**src/hdl/u8u16_pkg.sv**
```systemverilog
// Shared types and constants for the UTF-8 to UTF-16 transcoder.
// No dependencies; imported by every module of the block.
package u8u16_pkg;

  localparam logic [15:0] REPL_UNIT   = 16'hfffd;
  localparam logic [15:0] HI_SURR     = 16'hd800;
  localparam logic [15:0] LO_SURR     = 16'hdc00;
  localparam logic [20:0] SUPP_BASE   = 21'h010000;
  localparam logic [7:0]  LEAD_MIN    = 8'hc2;
  localparam logic [7:0]  LEAD_LIMIT  = 8'hf5;
  localparam logic [7:0]  LEAD_E0     = 8'he0;
  localparam logic [7:0]  LEAD_ED     = 8'hed;
  localparam logic [7:0]  LEAD_F0     = 8'hf0;
  localparam logic [7:0]  LEAD_F4     = 8'hf4;
  localparam logic [7:0]  CONT_A0     = 8'ha0;
  localparam logic [7:0]  CONT_90     = 8'h90;
  localparam int          MAX_UNITS   = 4;

  // Units produced by one byte, handed from the decoder to the emitter.
  typedef struct packed {
    logic                  valid;
    logic [2:0]            cnt;
    logic                  last;
    logic [3:0][15:0]      codes;
  } burst_t;

endpackage

```
**src/hdl/u8u16_decode.sv**
```systemverilog
// UTF-8 sequence decoder: keeps the pending-sequence state and turns each
// accepted byte into a burst of zero to four UTF-16 units. Uses u8u16_pkg.
module u8u16_decode import u8u16_pkg::*; (
  input  logic        clk,
  input  logic        rst_n,
  input  logic        in_valid,
  output logic        in_stall,
  input  logic [7:0]  in_byte,
  input  logic        in_string_last,
  input  logic        load_ok,
  output burst_t      burst
);

  typedef struct packed {
    logic        emit;
    logic [15:0] unit;
    logic [2:0]  len;
    logic [20:0] partial;
  } lead_t;

  logic [20:0] part_r, part_nxt;
  logic [7:0]  lead_r, lead_nxt;
  logic [2:0]  len_r, len_nxt;
  logic [2:0]  taken_r, taken_nxt;

  logic        accept;
  lead_t       ld;
  logic        ok;
  logic        use_lead;
  logic [20:0] part_shift;
  logic [2:0]  taken_p1;
  logic [19:0] supp;
  logic [1:0]  k;
  logic [1:0]  tcnt;
  logic [15:0] t0, t1;

  function automatic lead_t lead_decode(input logic [7:0] b);
    lead_t r;
    r = '0;
    if (!b[7]) begin
      r.emit = 1'b1;
      r.unit = {8'h00, b};
    end else if (b < LEAD_MIN || b >= LEAD_LIMIT) begin
      r.emit = 1'b1;
      r.unit = REPL_UNIT;
    end else if (b < LEAD_E0) begin
      r.len     = 3'd2;
      r.partial = {16'h0000, b[4:0]};
    end else if (b < LEAD_F0) begin
      r.len     = 3'd3;
      r.partial = {17'h00000, b[3:0]};
    end else begin
      r.len     = 3'd4;
      r.partial = {18'h00000, b[2:0]};
    end
    return r;
  endfunction

  assign accept   = in_valid && load_ok;
  assign in_stall = !load_ok;

  assign ld         = lead_decode(in_byte);
  assign part_shift = {part_r[14:0], in_byte[5:0]};
  assign taken_p1   = taken_r + 3'd1;
  assign supp       = part_shift[19:0] - SUPP_BASE[19:0];

  always_comb begin
    ok = (in_byte[7:6] == 2'b10);
    if (taken_r == 3'd1) begin
      if (lead_r == LEAD_E0 && in_byte <  CONT_A0) ok = 1'b0;
      if (lead_r == LEAD_ED && in_byte >= CONT_A0) ok = 1'b0;
      if (lead_r == LEAD_F0 && in_byte <  CONT_90) ok = 1'b0;
      if (lead_r == LEAD_F4 && in_byte >= CONT_90) ok = 1'b0;
    end
  end

  always_comb begin
    part_nxt  = part_r;
    lead_nxt  = lead_r;
    len_nxt   = len_r;
    taken_nxt = taken_r;
    use_lead  = 1'b0;
    k         = 2'd0;
    tcnt      = 2'd0;
    t0        = REPL_UNIT;
    t1        = REPL_UNIT;
    if (len_r == 3'd0) begin
      use_lead = 1'b1;
    end else if (ok) begin
      part_nxt  = part_shift;
      taken_nxt = taken_p1;
      if (taken_p1 >= len_r) begin
        if (part_shift[20:16] != 5'd0) begin
          tcnt = 2'd2;
          t0   = HI_SURR | {6'd0, supp[19:10]};
          t1   = LO_SURR | {6'd0, supp[9:0]};
        end else begin
          tcnt = 2'd1;
          t0   = part_shift[15:0];
        end
        part_nxt  = '0;
        lead_nxt  = '0;
        len_nxt   = '0;
        taken_nxt = '0;
      end else if (in_string_last) begin
        // flush: one replacement per byte taken, this one included
        k = taken_p1[1:0];
      end
    end else begin
      // bad follower: replace lead and taken continuations, rescan this byte
      k         = taken_r[1:0];
      part_nxt  = '0;
      lead_nxt  = '0;
      len_nxt   = '0;
      taken_nxt = '0;
      use_lead  = 1'b1;
    end

    if (use_lead) begin
      if (ld.emit) begin
        tcnt = 2'd1;
        t0   = ld.unit;
      end else begin
        lead_nxt  = in_byte;
        taken_nxt = 3'd1;
        len_nxt   = ld.len;
        part_nxt  = ld.partial;
        if (in_string_last) begin
          tcnt = 2'd1;
          t0   = REPL_UNIT;
        end
      end
    end

    if (in_string_last) begin
      part_nxt  = '0;
      lead_nxt  = '0;
      len_nxt   = '0;
      taken_nxt = '0;
    end
  end

  always_comb begin
    burst.cnt   = {1'b0, k} + {1'b0, tcnt};
    burst.valid = accept && (burst.cnt != 3'd0);
    burst.last  = in_string_last;
    for (int i = 0; i < MAX_UNITS; i++) begin
      if (i < int'(k)) begin
        burst.codes[i] = REPL_UNIT;
      end else if (i == int'(k)) begin
        burst.codes[i] = t0;
      end else begin
        burst.codes[i] = t1;
      end
    end
  end

  always_ff @(posedge clk) begin
    if (!rst_n) begin
      part_r  <= '0;
      lead_r  <= '0;
      len_r   <= '0;
      taken_r <= '0;
    end else if (accept) begin
      part_r  <= part_nxt;
      lead_r  <= lead_nxt;
      len_r   <= len_nxt;
      taken_r <= taken_nxt;
    end
  end

`ifndef NO_ASSERTIONS
  a_idle_clear: assert property (@(posedge clk) disable iff (!rst_n)
    (len_r == 3'd0) |-> (taken_r == 3'd0))
    else $error("idle decoder holds taken bytes");
  a_pending_range: assert property (@(posedge clk) disable iff (!rst_n)
    (len_r != 3'd0) |-> (taken_r != 3'd0 && taken_r < len_r && len_r >= 3'd2))
    else $error("pending sequence count out of range");
  a_last_flush: assert property (@(posedge clk) disable iff (!rst_n)
    (accept && in_string_last) |=> (len_r == 3'd0))
    else $error("sequence still pending after end of string");
  a_last_emits: assert property (@(posedge clk) disable iff (!rst_n)
    (accept && in_string_last) |-> burst.valid)
    else $error("final byte produced no unit");
`endif

endmodule

```
**src/hdl/u8u16_emit.sv**
```systemverilog
// Unit emitter: holds one burst, sends its units one per cycle unless stalled,
// via the output register with index, capacity flag, end flags. Uses u8u16_pkg.
module u8u16_emit import u8u16_pkg::*; (
  input  logic        clk,
  input  logic        rst_n,
  input  burst_t      burst,
  output logic        load_ok,
  input  logic [31:0] capacity,
  output logic        out_valid,
  input  logic        out_stall,
  output logic [15:0] out_code_unit,
  output logic [31:0] out_unit_index,
  output logic        out_fits_capacity,
  output logic        out_run_end,
  output logic        out_string_end
);

  logic [3:0][15:0] codes_r;
  logic [2:0]       cnt_r;
  logic [1:0]       ptr_r;
  logic             last_r;
  logic             busy_r;
  logic [31:0]      units_r, units_nxt;

  logic             out_valid_r;
  logic [15:0]      code_r;
  logic [31:0]      index_r;
  logic             fits_r;
  logic             run_end_r;
  logic             str_end_r;

  logic             send;
  logic             run_end;
  logic             str_end;
  logic             done;

  assign send    = busy_r && (!out_valid_r || !out_stall);
  assign run_end = ({1'b0, ptr_r} + 3'd1) == cnt_r;
  assign str_end = run_end && last_r;
  assign done    = send && run_end;
  assign load_ok = !busy_r || done;

  // index restarts for the next string after its final unit
  assign units_nxt = str_end ? 32'd0 : units_r + 32'd1;

  always_ff @(posedge clk) begin
    if (!rst_n) begin
      busy_r  <= 1'b0;
      ptr_r   <= '0;
      units_r <= '0;
    end else begin
      if (burst.valid) begin
        busy_r <= 1'b1;
        ptr_r  <= '0;
      end else if (done) begin
        busy_r <= 1'b0;
      end else if (send) begin
        ptr_r <= ptr_r + 2'd1;
      end
      if (send) begin
        units_r <= units_nxt;
      end
    end
  end

  always_ff @(posedge clk) begin
    if (burst.valid) begin
      codes_r <= burst.codes;
      cnt_r   <= burst.cnt;
      last_r  <= burst.last;
    end
  end

  always_ff @(posedge clk) begin
    if (!rst_n) begin
      out_valid_r <= 1'b0;
    end else if (send) begin
      out_valid_r <= 1'b1;
    end else if (!out_stall) begin
      out_valid_r <= 1'b0;
    end
  end

  always_ff @(posedge clk) begin
    if (send) begin
      code_r    <= codes_r[ptr_r];
      index_r   <= units_r;
      fits_r    <= units_r < capacity;
      run_end_r <= run_end;
      str_end_r <= str_end;
    end
  end

  assign out_valid         = out_valid_r;
  assign out_code_unit     = code_r;
  assign out_unit_index    = index_r;
  assign out_fits_capacity = fits_r;
  assign out_run_end       = run_end_r;
  assign out_string_end    = str_end_r;

`ifndef NO_ASSERTIONS
  a_ptr_range: assert property (@(posedge clk) disable iff (!rst_n)
    busy_r |-> ({1'b0, ptr_r} < cnt_r && cnt_r != 3'd0))
    else $error("unit pointer beyond burst");
  a_no_overrun: assert property (@(posedge clk) disable iff (!rst_n)
    burst.valid |-> load_ok)
    else $error("burst loaded over a busy one");
  a_index_restart: assert property (@(posedge clk) disable iff (!rst_n)
    (send && str_end) |=> (units_r == 32'd0))
    else $error("unit index not restarted after end of string");
  a_run_end_out: assert property (@(posedge clk) disable iff (!rst_n)
    (out_valid && out_string_end) |-> out_run_end)
    else $error("string end without run end");
`endif

endmodule

```
**src/hdl/utf8_to_utf16_transcoder_top.sv**
```systemverilog
// Top level of the UTF-8 to UTF-16 transcoder: capacity register, decoder
// and unit emitter. Depends on u8u16_pkg, u8u16_decode and u8u16_emit.
//
// Takes one UTF-8 byte per request and returns UTF-16 code units, one per
// cycle unless the output stalls, each with its index in the output string
// and a flag telling whether that index is below the configured capacity.
// Unless the output stalls, a byte that yields a single unit is taken every
// cycle; one that yields more (surrogate pair or run of U+FFFD replacements,
// at most four) holds the input until its last unit is sent, as the emitter
// sends one unit per cycle through its output register. Bytes that only
// extend a pending sequence produce no unit. Write the capacity register
// only while no units are outstanding.
module utf8_to_utf16_transcoder_top import u8u16_pkg::*; (
  input  logic        clk,
  input  logic        rst_n,
  input  logic        cfg_valid,
  output logic        cfg_ready,
  input  logic [31:0] cfg_data,
  input  logic        in_valid,
  output logic        in_stall,
  input  logic [7:0]  in_byte,
  input  logic        in_string_last,
  output logic        out_valid,
  input  logic        out_stall,
  output logic [15:0] out_code_unit,
  output logic [31:0] out_unit_index,
  output logic        out_fits_capacity,
  output logic        out_run_end,
  output logic        out_string_end
);

  logic [31:0] capacity_r;
  burst_t      burst;
  logic        load_ok;

  assign cfg_ready = 1'b1;

  always_ff @(posedge clk) begin
    if (!rst_n) begin
      capacity_r <= 32'hffff_ffff;
    end else if (cfg_valid && cfg_ready) begin
      capacity_r <= cfg_data;
    end
  end

  u8u16_decode u_decode (
    .clk            (clk),
    .rst_n          (rst_n),
    .in_valid       (in_valid),
    .in_stall       (in_stall),
    .in_byte        (in_byte),
    .in_string_last (in_string_last),
    .load_ok        (load_ok),
    .burst          (burst)
  );

  u8u16_emit u_emit (
    .clk               (clk),
    .rst_n             (rst_n),
    .burst             (burst),
    .load_ok           (load_ok),
    .capacity          (capacity_r),
    .out_valid         (out_valid),
    .out_stall         (out_stall),
    .out_code_unit     (out_code_unit),
    .out_unit_index    (out_unit_index),
    .out_fits_capacity (out_fits_capacity),
    .out_run_end       (out_run_end),
    .out_string_end    (out_string_end)
  );

endmodule
```
**config.mk**
```make
export PLATFORM = sky130hd
export DESIGN_NAME = utf8_to_utf16_transcoder_top
export DESIGN_NICKNAME = d
export VERILOG_FILES = /design/src/hdl/u8u16_pkg.sv /design/src/hdl/u8u16_decode.sv /design/src/hdl/u8u16_emit.sv /design/src/hdl/utf8_to_utf16_transcoder_top.sv
export SDC_FILE = /design/constraint.sdc
export NUM_CORES = 1
export LEC_CHECK = 0
export ABC_AREA = 1
export BUFFER_PORTS_ARGS = -buffer_cell sky130_fd_sc_hd__buf_2
export CORE_UTILIZATION = 35
export CTS_BUF_LIST = sky130_fd_sc_hd__clkbuf_8
export DETAILED_ROUTE_END_ITERATION = 10
export PLACE_DENSITY = 0.51
export SLEW_MARGIN = 15
export SYNTH_ARGS = -nofsm -noshare
export SYNTH_HDL_FRONTEND = slang
export SYNTH_SLANG_ARGS = --single-unit
```
**constraint.sdc**
```tcl
create_clock -name clk -period 10.3 [get_ports clk]
set_clock_uncertainty 0.1 [all_clocks]
set_input_delay 0.515 -clock clk [delete_from_list [all_inputs] [get_ports clk]]
set_output_delay 0.515 -clock clk [all_outputs]
set_load 0.02 [all_outputs]
```
==> metrics.txt, run 1 <==
# TYPE chip_impl_metric gauge
chip_impl_info{name="hold_end",value="capacity_r[9]"} 1
chip_impl_metric{name="grt_start_max_net_pins",unit=""} 68
chip_impl_metric{name="clkSinkCount",unit=""} 216
chip_impl_metric{name="ant_nets",unit=""} 0
chip_impl_info{name="worst_setup_path_start_kind",value="register"} 1
chip_impl_metric{name="max-slew-margin-rel",unit="%"} 30.1
chip_impl_metric{name="floorplan.die.height",unit="microns"} 175
chip_impl_info{name="yosysMostFrequentCell",value="sky130_fd_sc_hd__nand2_1"} 1
chip_impl_info{name="hold_path_class",value="primary input to register"} 1
chip_impl_metric{name="cts_max_level",unit=""} 2
chip_impl_metric{name="cts.clk_slew.worst_paths",unit="ns"} 0.05
chip_impl_metric{name="totalNegativeSetupSlack",unit="ns"} 0
chip_impl_metric{name="p_comb_share",unit="%"} 9.0
chip_impl_metric{name="critPathBufInv",unit=""} 5
chip_impl_metric{name="synth_cells",unit=""} 1221
chip_impl_metric{name="worst_slew_pin_slew",unit="ns"} 1.05
chip_impl_metric{name="drv.max_cap_violation_count",unit=""} 0
chip_impl_metric{name="detail_route.first_pass.iterations",unit=""} 7
chip_impl_metric{name="routed_vias_inst",unit=""} 4.95
chip_impl_metric{name="critPathMaxStageDelay",unit="ns"} 0.67
chip_impl_info{name="kind_of_critical_path",value="register to register"} 1
chip_impl_metric{name="vdd_drop_max",unit="uV"} 60.1
chip_impl_metric{name="summed_instance_area_of_the_synthesized_netlist",unit="sq mm"} 0.0105
chip_impl_metric{name="synth_async_sr_flop_share",unit="%"} 0
chip_impl_info{name="synth-main-ff-cell",value="sky130_fd_sc_hd__edfxtp_1"} 1
chip_impl_info{name="yosys.area.top_type",value="sky130_fd_sc_hd__edfxtp_1"} 1
chip_impl_metric{name="dp_hpwl",unit="mm"} 19.3
chip_impl_metric{name="intPower",unit="W"} 0.00143
chip_impl_info{name="critical-path-slowest-cell",value="sky130_fd_sc_hd__buf_4"} 1
chip_impl_metric{name="netSwitchingFraction",unit="%"} 25.5
chip_impl_metric{name="synth_enable_flop_cells",unit=""} 119
chip_impl_metric{name="power_per_cell_area",unit="mW/mm^2"} 158
chip_impl_metric{name="ys_warn_count",unit=""} 0
chip_impl_metric{name="start_util",unit="%"} 36.0
chip_impl_metric{name="post-synth-top-area-fraction",unit="%"} 34.1
chip_impl_metric{name="timing.hold.ws",unit="ns"} 0.103
chip_impl_metric{name="post-route-period-util",unit="%"} 46.3
chip_impl_metric{name="num_rows",unit=""} 62
chip_impl_metric{name="register_bit_count_reported_by_yosys",unit=""} 216
chip_impl_metric{name="cts_buffers",unit=""} 41
chip_impl_info{name="status",value="complete, no violations"} 1
chip_impl_metric{name="grt_usage",unit="%"} 18.3
chip_impl_metric{name="synth.net_count",unit=""} 1309
chip_impl_metric{name="grt_first_pass_wirelength",unit="mm"} 44.3
chip_impl_metric{name="preCtsSetupSlack",unit="ns"} 5.52
chip_impl_info{name="setup_repair_after_global_routing_missed_its_margin",value="false"} 1
chip_impl_metric{name="timing.final.hold_violations",unit=""} 0
chip_impl_metric{name="power.clock.fraction",unit="%"} 40.9
chip_impl_metric{name="antenna_cells",unit=""} 0
chip_impl_metric{name="synth_unique_cells",unit=""} 42
chip_impl_metric{name="r2r_setup_slack",unit="ns"} 5.53
chip_impl_metric{name="1st_iter_drt_viols",unit=""} 620
chip_impl_info{name="worst_hold_startpoint",value="cfg_data[9]"} 1
chip_impl_metric{name="antenna_found_initial",unit=""} 0
chip_impl_metric{name="detail_route.drc_violations",unit=""} 0
chip_impl_metric{name="finalWorstSetupSlack",unit="ns"} 5.53
chip_impl_metric{name="later_pin_clock_latency_in_the_skew_report",unit="ns"} 0.53
chip_impl_metric{name="path_depth_of_the_worst_reg2reg_path",unit=""} 17
chip_impl_metric{name="routed-via-count",unit=""} 8631
chip_impl_metric{name="fmax",unit="MHz"} 210
chip_impl_metric{name="cts_hold_buf",unit=""} 0
chip_impl_metric{name="p_leak",unit="nW"} 4.99
chip_impl_metric{name="wl_per_cell",unit="microns"} 16.0
chip_impl_metric{name="post_cts_sizing",unit=""} 0
chip_impl_metric{name="power.net_switching",unit="W"} 0.000488
chip_impl_metric{name="worst_ep_arrival_time",unit="ns"} 4.83
chip_impl_metric{name="finalSetupViolations",unit=""} 0
chip_impl_metric{name="worstHoldPathCells",unit=""} 3
chip_impl_metric{name="place_congestion",unit=""} 0.882
chip_impl_metric{name="floorplan_die_area",unit="sq mm"} 0.0306
chip_impl_metric{name="critPathRequiredTime",unit="ns"} 10.36
chip_impl_info{name="synth.top_cells.by_count",value="sky130_fd_sc_hd__nand2_1 (235), sky130_fd_sc_hd__nor2_1 (127), sky130_fd_sc_hd__inv_1 (125), sky130_fd_sc_hd__edfxtp_1 (119), sky130_fd_sc_hd__o21ai_0 (119)"} 1
chip_impl_info{name="end_kind",value="register"} 1
chip_impl_metric{name="avgSynthCellArea",unit="sq um"} 8.58
chip_impl_metric{name="path_max_fanout",unit=""} 67
chip_impl_info{name="largest_cells_by_area_after_synthesis",value="sky130_fd_sc_hd__edfxtp_1 (34%), sky130_fd_sc_hd__dfxtp_1 (19%), sky130_fd_sc_hd__nand2_1 (8.4%), sky130_fd_sc_hd__o21ai_0 (5.7%), sky130_fd_sc_hd__a21oi_1 (5.6%)"} 1
chip_impl_metric{name="core_region_area",unit="sq mm"} 0.0291
chip_impl_metric{name="grt_pass1_vias",unit=""} 8275
chip_impl_metric{name="maxSlewViolCount",unit=""} 0
chip_impl_metric{name="sequentialPowerShare",unit="%"} 50.1
chip_impl_metric{name="clock_path_buffers",unit=""} 3
chip_impl_metric{name="die_w",unit="microns"} 175
chip_impl_info{name="ctsRootBufferMaster",value="sky130_fd_sc_hd__clkbuf_8"} 1
chip_impl_metric{name="seq_area_frac_synth",unit="%"} 52.6
chip_impl_metric{name="postRouteWirelength",unit="mm"} 27.8
chip_impl_metric{name="cts_setup_buffers",unit=""} 0
chip_impl_metric{name="numPortBuffers",unit=""} 98
chip_impl_info{name="path_cells",value="ha_1 -> xor2_1 -> ha_1 -> a21oi_1 -> nand3_1 -> inv_1 -> nand2_1 -> o21ai_2 -> nand2_2 -> inv_2 -> ha_1 -> inv_1 -> fa_1 -> inv_1 -> nor3_1 -> nor2_4 -> buf_4"} 1
chip_impl_info{name="worst_r2r_endpoint",value="u_emit.codes_r[50]"} 1
chip_impl_info{name="r2r_start",value="u_decode.taken_r[0]"} 1
chip_impl_metric{name="final_period_minus_worst_setup_slack",unit="ns"} 4.77
chip_impl_metric{name="final_layout_size_suffix_gt1_share",unit="%"} 14.5
chip_impl_info{name="tritoncts",value="yes"} 1
chip_impl_metric{name="floorplan.io_pins",unit=""} 100
chip_impl_metric{name="finish.net_count",unit=""} 1416
chip_impl_metric{name="grt_overflow",unit=""} 0
chip_impl_metric{name="syn_to_final_growth",unit="%"} 15.6
chip_impl_info{name="largest_delay_contributor_family_on_the_critical_path",value="buffers and inverters"} 1
## power by group through the flow
| stage | Sequential, W | Combinational, W | Clock [W] |
|---|---|---|---|
| floorplan | 0.000994 | 0.0000965 | 0 |
| global placement | 0.000978 | 0.000172 | 0 |
| detailed placement | 0.000978 | 0.000173 | 0 |
| CTS | 0.000960 | 0.000174 | 0.000812 |
| global route | 0.000963 | 0.000191 | 0.000850 |
| finish | 0.000960 | 0.000171 | 0.000784 |
## logic make-up after synthesis
logic type      after synthesis  synth area share, %
simple gates                501                 20.9
other cells                   1               0.0358
fa+ha+maj                    42                 5.09
compound gates              274                 13.8
buf+inv                     175                 6.47
flops                       216                 52.6
xor+xnor                     12                 1.00
## layout by cell type, fill, tap and decap left out, types with 2 or more instances in the layout
master,instances
sky130_fd_sc_hd__ha_1,41
sky130_fd_sc_hd__o21a_1,2
sky130_fd_sc_hd__edfxtp_1,119
sky130_fd_sc_hd__xnor2_1,2
sky130_fd_sc_hd__o22ai_1,22
sky130_fd_sc_hd__inv_2,8
sky130_fd_sc_hd__nor2_2,4
sky130_fd_sc_hd__clkinv_2,2
sky130_fd_sc_hd__buf_2,98
sky130_fd_sc_hd__nand2_2,6
sky130_fd_sc_hd__nor3_1,34
sky130_fd_sc_hd__nor3_2,2
sky130_fd_sc_hd__dfxtp_1,97
sky130_fd_sc_hd__xor2_1,10
sky130_fd_sc_hd__or2_2,6
sky130_fd_sc_hd__o21ai_2,3
sky130_fd_sc_hd__nor3b_1,3
sky130_fd_sc_hd__nand2_4,3
sky130_fd_sc_hd__o2111ai_1,2
sky130_fd_sc_hd__nand2_1,235
sky130_fd_sc_hd__buf_4,9
sky130_fd_sc_hd__nor4_1,4
sky130_fd_sc_hd__a21oi_1,117
sky130_fd_sc_hd__nand3_1,47
sky130_fd_sc_hd__nand4_1,21
sky130_fd_sc_hd__or2_1,2
sky130_fd_sc_hd__a211oi_1,4
sky130_fd_sc_hd__clkbuf_8,46
sky130_fd_sc_hd__o21ai_1,2
sky130_fd_sc_hd__nor2_1,126
sky130_fd_sc_hd__clkinv_1,2
sky130_fd_sc_hd__nand3_2,4
sky130_fd_sc_hd__inv_1,145
sky130_fd_sc_hd__o21ai_0,118
## registers in the layout, summed over array words and instances (netlist names), 2 cells and up
name and flops:
u_decode.lead_r 8, u_emit.cnt_r 3, u_decode.len_r 3, capacity_r 32
u_emit.ptr_r 2, u_emit.out_code_unit 16, u_emit.out_unit_index 32, u_emit.codes_r 64
u_decode.part_r 15, u_emit.units_r 32, u_decode.taken_r 3
## per-stage QoR
stage	total power (W)	cell area (sq um)	utilization, %	instances
after floorplan	0.00109	10500	-	1221
after global placement	0.00115	11300	39.0	1669
after detailed placement	0.00115	11300	39.0	1669
after CTS	0.00195	12100	41.6	1742
after global routing	0.00200	12100	41.6	1742
final	0.00192	12100	41.6	1742
## worst register-to-register path: stages, from the launching register on
cell                      delay (ns)
sky130_fd_sc_hd__dfxtp_1        0.47
sky130_fd_sc_hd__ha_1           0.21
sky130_fd_sc_hd__xor2_1         0.20
sky130_fd_sc_hd__ha_1           0.29
sky130_fd_sc_hd__a21oi_1        0.15
sky130_fd_sc_hd__nand3_1        0.24
sky130_fd_sc_hd__inv_1          0.28
sky130_fd_sc_hd__nand2_1        0.10
sky130_fd_sc_hd__o21ai_2        0.21
sky130_fd_sc_hd__nand2_2        0.27
sky130_fd_sc_hd__inv_2          0.22
sky130_fd_sc_hd__ha_1           0.17
sky130_fd_sc_hd__inv_1          0.05
sky130_fd_sc_hd__fa_1           0.44
sky130_fd_sc_hd__inv_1          0.08
sky130_fd_sc_hd__nor3_1         0.07
sky130_fd_sc_hd__nor2_4         0.12
sky130_fd_sc_hd__buf_4          0.67
## worst max-delay path by stage
stage | slack (ns) | cells past startpoint | startpoint | endpoint
after floorplan | 4.05 | 16 | u_decode.taken_r[0] | u_emit.cnt_r[0]
after global placement | 5.63 | 17 | u_decode.taken_r[0] | u_emit.codes_r[2]
after detailed placement | 5.52 | 17 | u_decode.taken_r[0] | u_emit.codes_r[50]
after CTS | 5.52 | 17 | u_decode.taken_r[0] | u_emit.codes_r[20]
after global routing | 5.20 | 17 | u_decode.taken_r[0] | u_emit.codes_r[50]
final | 5.53 | 17 | u_decode.taken_r[0] | u_emit.codes_r[50]
## layer usage
metal  wire (microns)  vias up  track usage, %
met2            12300      232            28.6
met4              470        0            4.89
met5                0        -               0
met1            13500     3987            25.8
li1                 -     4371               -
met3             1520       41            3.33
## area by class of cell
class	instances	area [sq um]
Timing Repair Buffer	107	558
Clock inverter	27	135
Clock buffer	46	633
Multi-Input combinational cell	830	4290
Tap cell	384	480
Sequential cell	216	5520
Inverter	132	495
Fill cell	2963	17000
(Power assumes the default switching activity.)
==> run 2: changes to the inputs <==
==> constraint.sdc (replaced) <==
create_clock -name clk -period 4.4 [get_ports clk]
set_clock_uncertainty 0.1 [all_clocks]
set_input_delay 0.22 -clock clk [delete_from_list [all_inputs] [get_ports clk]]
set_output_delay 0.22 -clock clk [all_outputs]
set_load 0.02 [all_outputs]
==> metrics.txt, run 2 (synthesis gave the netlist of run 1 again) <==
# TYPE chip_impl_metric gauge
chip_impl_metric{name="detail_route.first_pass.iterations",unit=""} 5
chip_impl_metric{name="antenna_found_initial",unit=""} 0
chip_impl_metric{name="finish.net_count",unit=""} 1455
chip_impl_metric{name="place_congestion",unit=""} 0.894
chip_impl_metric{name="num_rows",unit=""} 62
chip_impl_info{name="setup_repair_after_global_routing_missed_its_margin",value="false"} 1
chip_impl_metric{name="grt_overflow",unit=""} 0
chip_impl_metric{name="1st_iter_drt_viols",unit=""} 557
chip_impl_info{name="regMostFlops",value="u_emit.codes_r"} 1
chip_impl_metric{name="floorplan.io_pins",unit=""} 100
chip_impl_metric{name="p_leak",unit="nW"} 5.15
chip_impl_metric{name="fmax",unit="MHz"} 248
chip_impl_metric{name="grt_pass1_vias",unit=""} 8481
chip_impl_metric{name="dp_hpwl",unit="mm"} 19.4
chip_impl_metric{name="largest_register_ff_count",unit=""} 64
chip_impl_metric{name="final_area",unit="sq mm"} 0.0125
chip_impl_info{name="kind_of_critical_path",value="register to register"} 1
chip_impl_info{name="end_kind",value="register"} 1
chip_impl_info{name="ctsRootBufferMaster",value="sky130_fd_sc_hd__clkbuf_8"} 1
chip_impl_metric{name="p_total",unit="W"} 0.00450
chip_impl_metric{name="numPortBuffers",unit=""} 98
chip_impl_metric{name="finalSetupViolations",unit=""} 0
chip_impl_metric{name="routed_vias_inst",unit=""} 4.90
chip_impl_metric{name="ant_nets",unit=""} 0
chip_impl_info{name="most_frequent_standard_cell_in_the_layout_excluding_fill_and_tap_cells",value="sky130_fd_sc_hd__nand2_1"} 1
chip_impl_info{name="hold_path_class",value="primary input to register"} 1
chip_impl_metric{name="cts_buffers",unit=""} 40
chip_impl_info{name="tritoncts",value="yes"} 1
chip_impl_metric{name="later_pin_clock_latency_in_the_skew_report",unit="ns"} 0.54
chip_impl_info{name="worst_hold_startpoint",value="in_valid"} 1
chip_impl_info{name="worst_setup_path_start_kind",value="register"} 1
chip_impl_info{name="final_cell_mix",value="sky130_fd_sc_hd__nand2_1 (235), sky130_fd_sc_hd__inv_1 (144), sky130_fd_sc_hd__nor2_1 (126)"} 1
chip_impl_metric{name="detail_route.drc_violations",unit=""} 0
chip_impl_metric{name="cts_max_level",unit=""} 2
chip_impl_metric{name="die_w",unit="microns"} 175
chip_impl_metric{name="path_depth_of_the_worst_reg2reg_path",unit=""} 19
chip_impl_metric{name="worst_slew_pin_slew",unit="ns"} 1.05
chip_impl_metric{name="finish.utilization",unit="%"} 43.0
chip_impl_metric{name="routed-via-count",unit=""} 8718
chip_impl_metric{name="drv.max_cap_violation_count",unit=""} 0
chip_impl_metric{name="maxSlewViolCount",unit=""} 0
chip_impl_metric{name="syn_to_final_growth",unit="%"} 19.4
chip_impl_metric{name="worstHoldPathCells",unit=""} 5
chip_impl_metric{name="postRouteWirelength",unit="mm"} 28.0
chip_impl_info{name="status",value="complete, no violations"} 1
chip_impl_metric{name="clkSinkCount",unit=""} 216
chip_impl_metric{name="fillers",unit=""} 2937
chip_impl_metric{name="cts.clk_slew.worst_paths",unit="ns"} 0.05
chip_impl_metric{name="totalNegativeSetupSlack",unit="ns"} 0
chip_impl_metric{name="wl_per_cell",unit="microns"} 15.7
chip_impl_metric{name="placed_cells",unit=""} 1672
chip_impl_metric{name="floorplan_die_area",unit="sq mm"} 0.0306
chip_impl_metric{name="final_period_minus_worst_setup_slack",unit="ns"} 4.03
chip_impl_metric{name="r2r_setup_slack",unit="ns"} 0.37
chip_impl_metric{name="grt_start_max_net_pins",unit=""} 66
chip_impl_metric{name="antenna_cells",unit=""} 0
chip_impl_metric{name="post-route-period-util",unit="%"} 91.6
chip_impl_metric{name="worst_ep_arrival_time",unit="ns"} 4.35
chip_impl_metric{name="power_per_cell_area",unit="mW/mm^2"} 360
chip_impl_info{name="hold_end",value="u_decode.lead_r[3]"} 1
chip_impl_metric{name="grt_first_pass_wirelength",unit="mm"} 45.1
chip_impl_metric{name="final_layout_size_suffix_gt1_share",unit="%"} 14.5
chip_impl_metric{name="clock_path_buffers",unit=""} 3
chip_impl_metric{name="post_layout_nonfiller_instances",unit=""} 1781
chip_impl_metric{name="critPathRequiredTime",unit="ns"} 4.72
chip_impl_metric{name="vdd_drop_max",unit="uV"} 161
chip_impl_metric{name="floorplan.die.height",unit="microns"} 175
chip_impl_info{name="worst_r2r_endpoint",value="u_emit.busy_r"} 1
chip_impl_metric{name="core_region_area",unit="sq mm"} 0.0291
chip_impl_metric{name="cts_setup_buffers",unit=""} 0
chip_impl_metric{name="start_util",unit="%"} 36.0
chip_impl_metric{name="dpl-instance-area",unit="sq mm"} 0.0114
chip_impl_metric{name="timing.final.hold_violations",unit=""} 0
chip_impl_metric{name="max-slew-margin-rel",unit="%"} 29.9
chip_impl_metric{name="grt_usage",unit="%"} 18.5
chip_impl_metric{name="path_max_fanout",unit=""} 52
chip_impl_info{name="r2r_start",value="u_decode.taken_r[0]"} 1
run 2: what timing repair did:
item,4_1_cts,5_1_grt
hold buffers,37,0
setup endpoints to repair,0,1
resized for setup,0,1
hold endpoints to repair,42,0
run 2: layout make-up:
class / count / area [sq um] / share of cell area [%]
multi-input combinational: 830 / 4300 / 34.3
clock inverter: 27 / 140 / 1.12
timing repair buffer: 147 / 963 / 7.70
clock buffer: 45 / 619 / 4.95
tap: 384 / 480 / 3.84
sequential: 216 / 5520 / 44.1
inverter: 132 / 495 / 3.96
run 2: stage by stage:
| stage | worst slack (ns) | hold slack, ns |
|---|---|---|
| after detailed placement | 0.279 | 0.341 |
| after global routing | 0.0151 | 0.0492 |
| after floorplan | 0.0464 | 0.219 |
| final | 0.371 | 0.0339 |
| after CTS | 0.266 | 0.000710 |
| after global placement | 0.327 | 0.336 |
run 2: where the power goes:
part           leakage [nW]  internal (W)  total (W)  switching [W]
logic                  2.89      0.000136   0.000432       0.000296
clock network         0.460      0.000992    0.00182       0.000828
registers              1.79       0.00222    0.00225      0.0000269
run 2: worst max path at each step:
stage	start	end	slack (ns)	cells past startpoint
after global placement	u_decode.taken_r[0]	u_emit.busy_r	0.33	19
final	u_decode.taken_r[0]	u_emit.busy_r	0.37	19
after floorplan	u_decode.taken_r[0]	u_emit.cnt_r[0]	0.05	16
after global routing	u_decode.taken_r[0]	u_emit.busy_r	0.02	19
after CTS	u_decode.taken_r[0]	u_emit.busy_r	0.27	19
after detailed placement	u_decode.taken_r[0]	u_emit.busy_r	0.28	19
run 2: worst max-delay path, stage by stage, from the launching register on:
cell,delay (ns)
sky130_fd_sc_hd__dfxtp_1,0.47
sky130_fd_sc_hd__ha_1,0.22
sky130_fd_sc_hd__xor2_1,0.19
sky130_fd_sc_hd__ha_1,0.29
sky130_fd_sc_hd__a21oi_1,0.15
sky130_fd_sc_hd__nand3_1,0.22
sky130_fd_sc_hd__inv_1,0.26
sky130_fd_sc_hd__nand2_1,0.10
sky130_fd_sc_hd__o21ai_2,0.23
sky130_fd_sc_hd__nand2_2,0.08
sky130_fd_sc_hd__inv_2,0.15
sky130_fd_sc_hd__ha_1,0.16
sky130_fd_sc_hd__inv_1,0.05
sky130_fd_sc_hd__fa_1,0.48
sky130_fd_sc_hd__inv_1,0.06
sky130_fd_sc_hd__nor3_2,0.20
sky130_fd_sc_hd__nor2_4,0.08
sky130_fd_sc_hd__buf_12,0.21
sky130_fd_sc_hd__o21ai_0,0.17
sky130_fd_sc_hd__inv_1,0.05
run 2: routing by layer:
metal  wire [microns]  vias to the layer above  global-route usage (%)
met5                0                        -                       0
met4              479                        0                    5.54
met3             1330                       39                    3.22
met2            12400                      216                    29.2
li1                 -                     4457                       -
met1            13800                     4006                    25.9
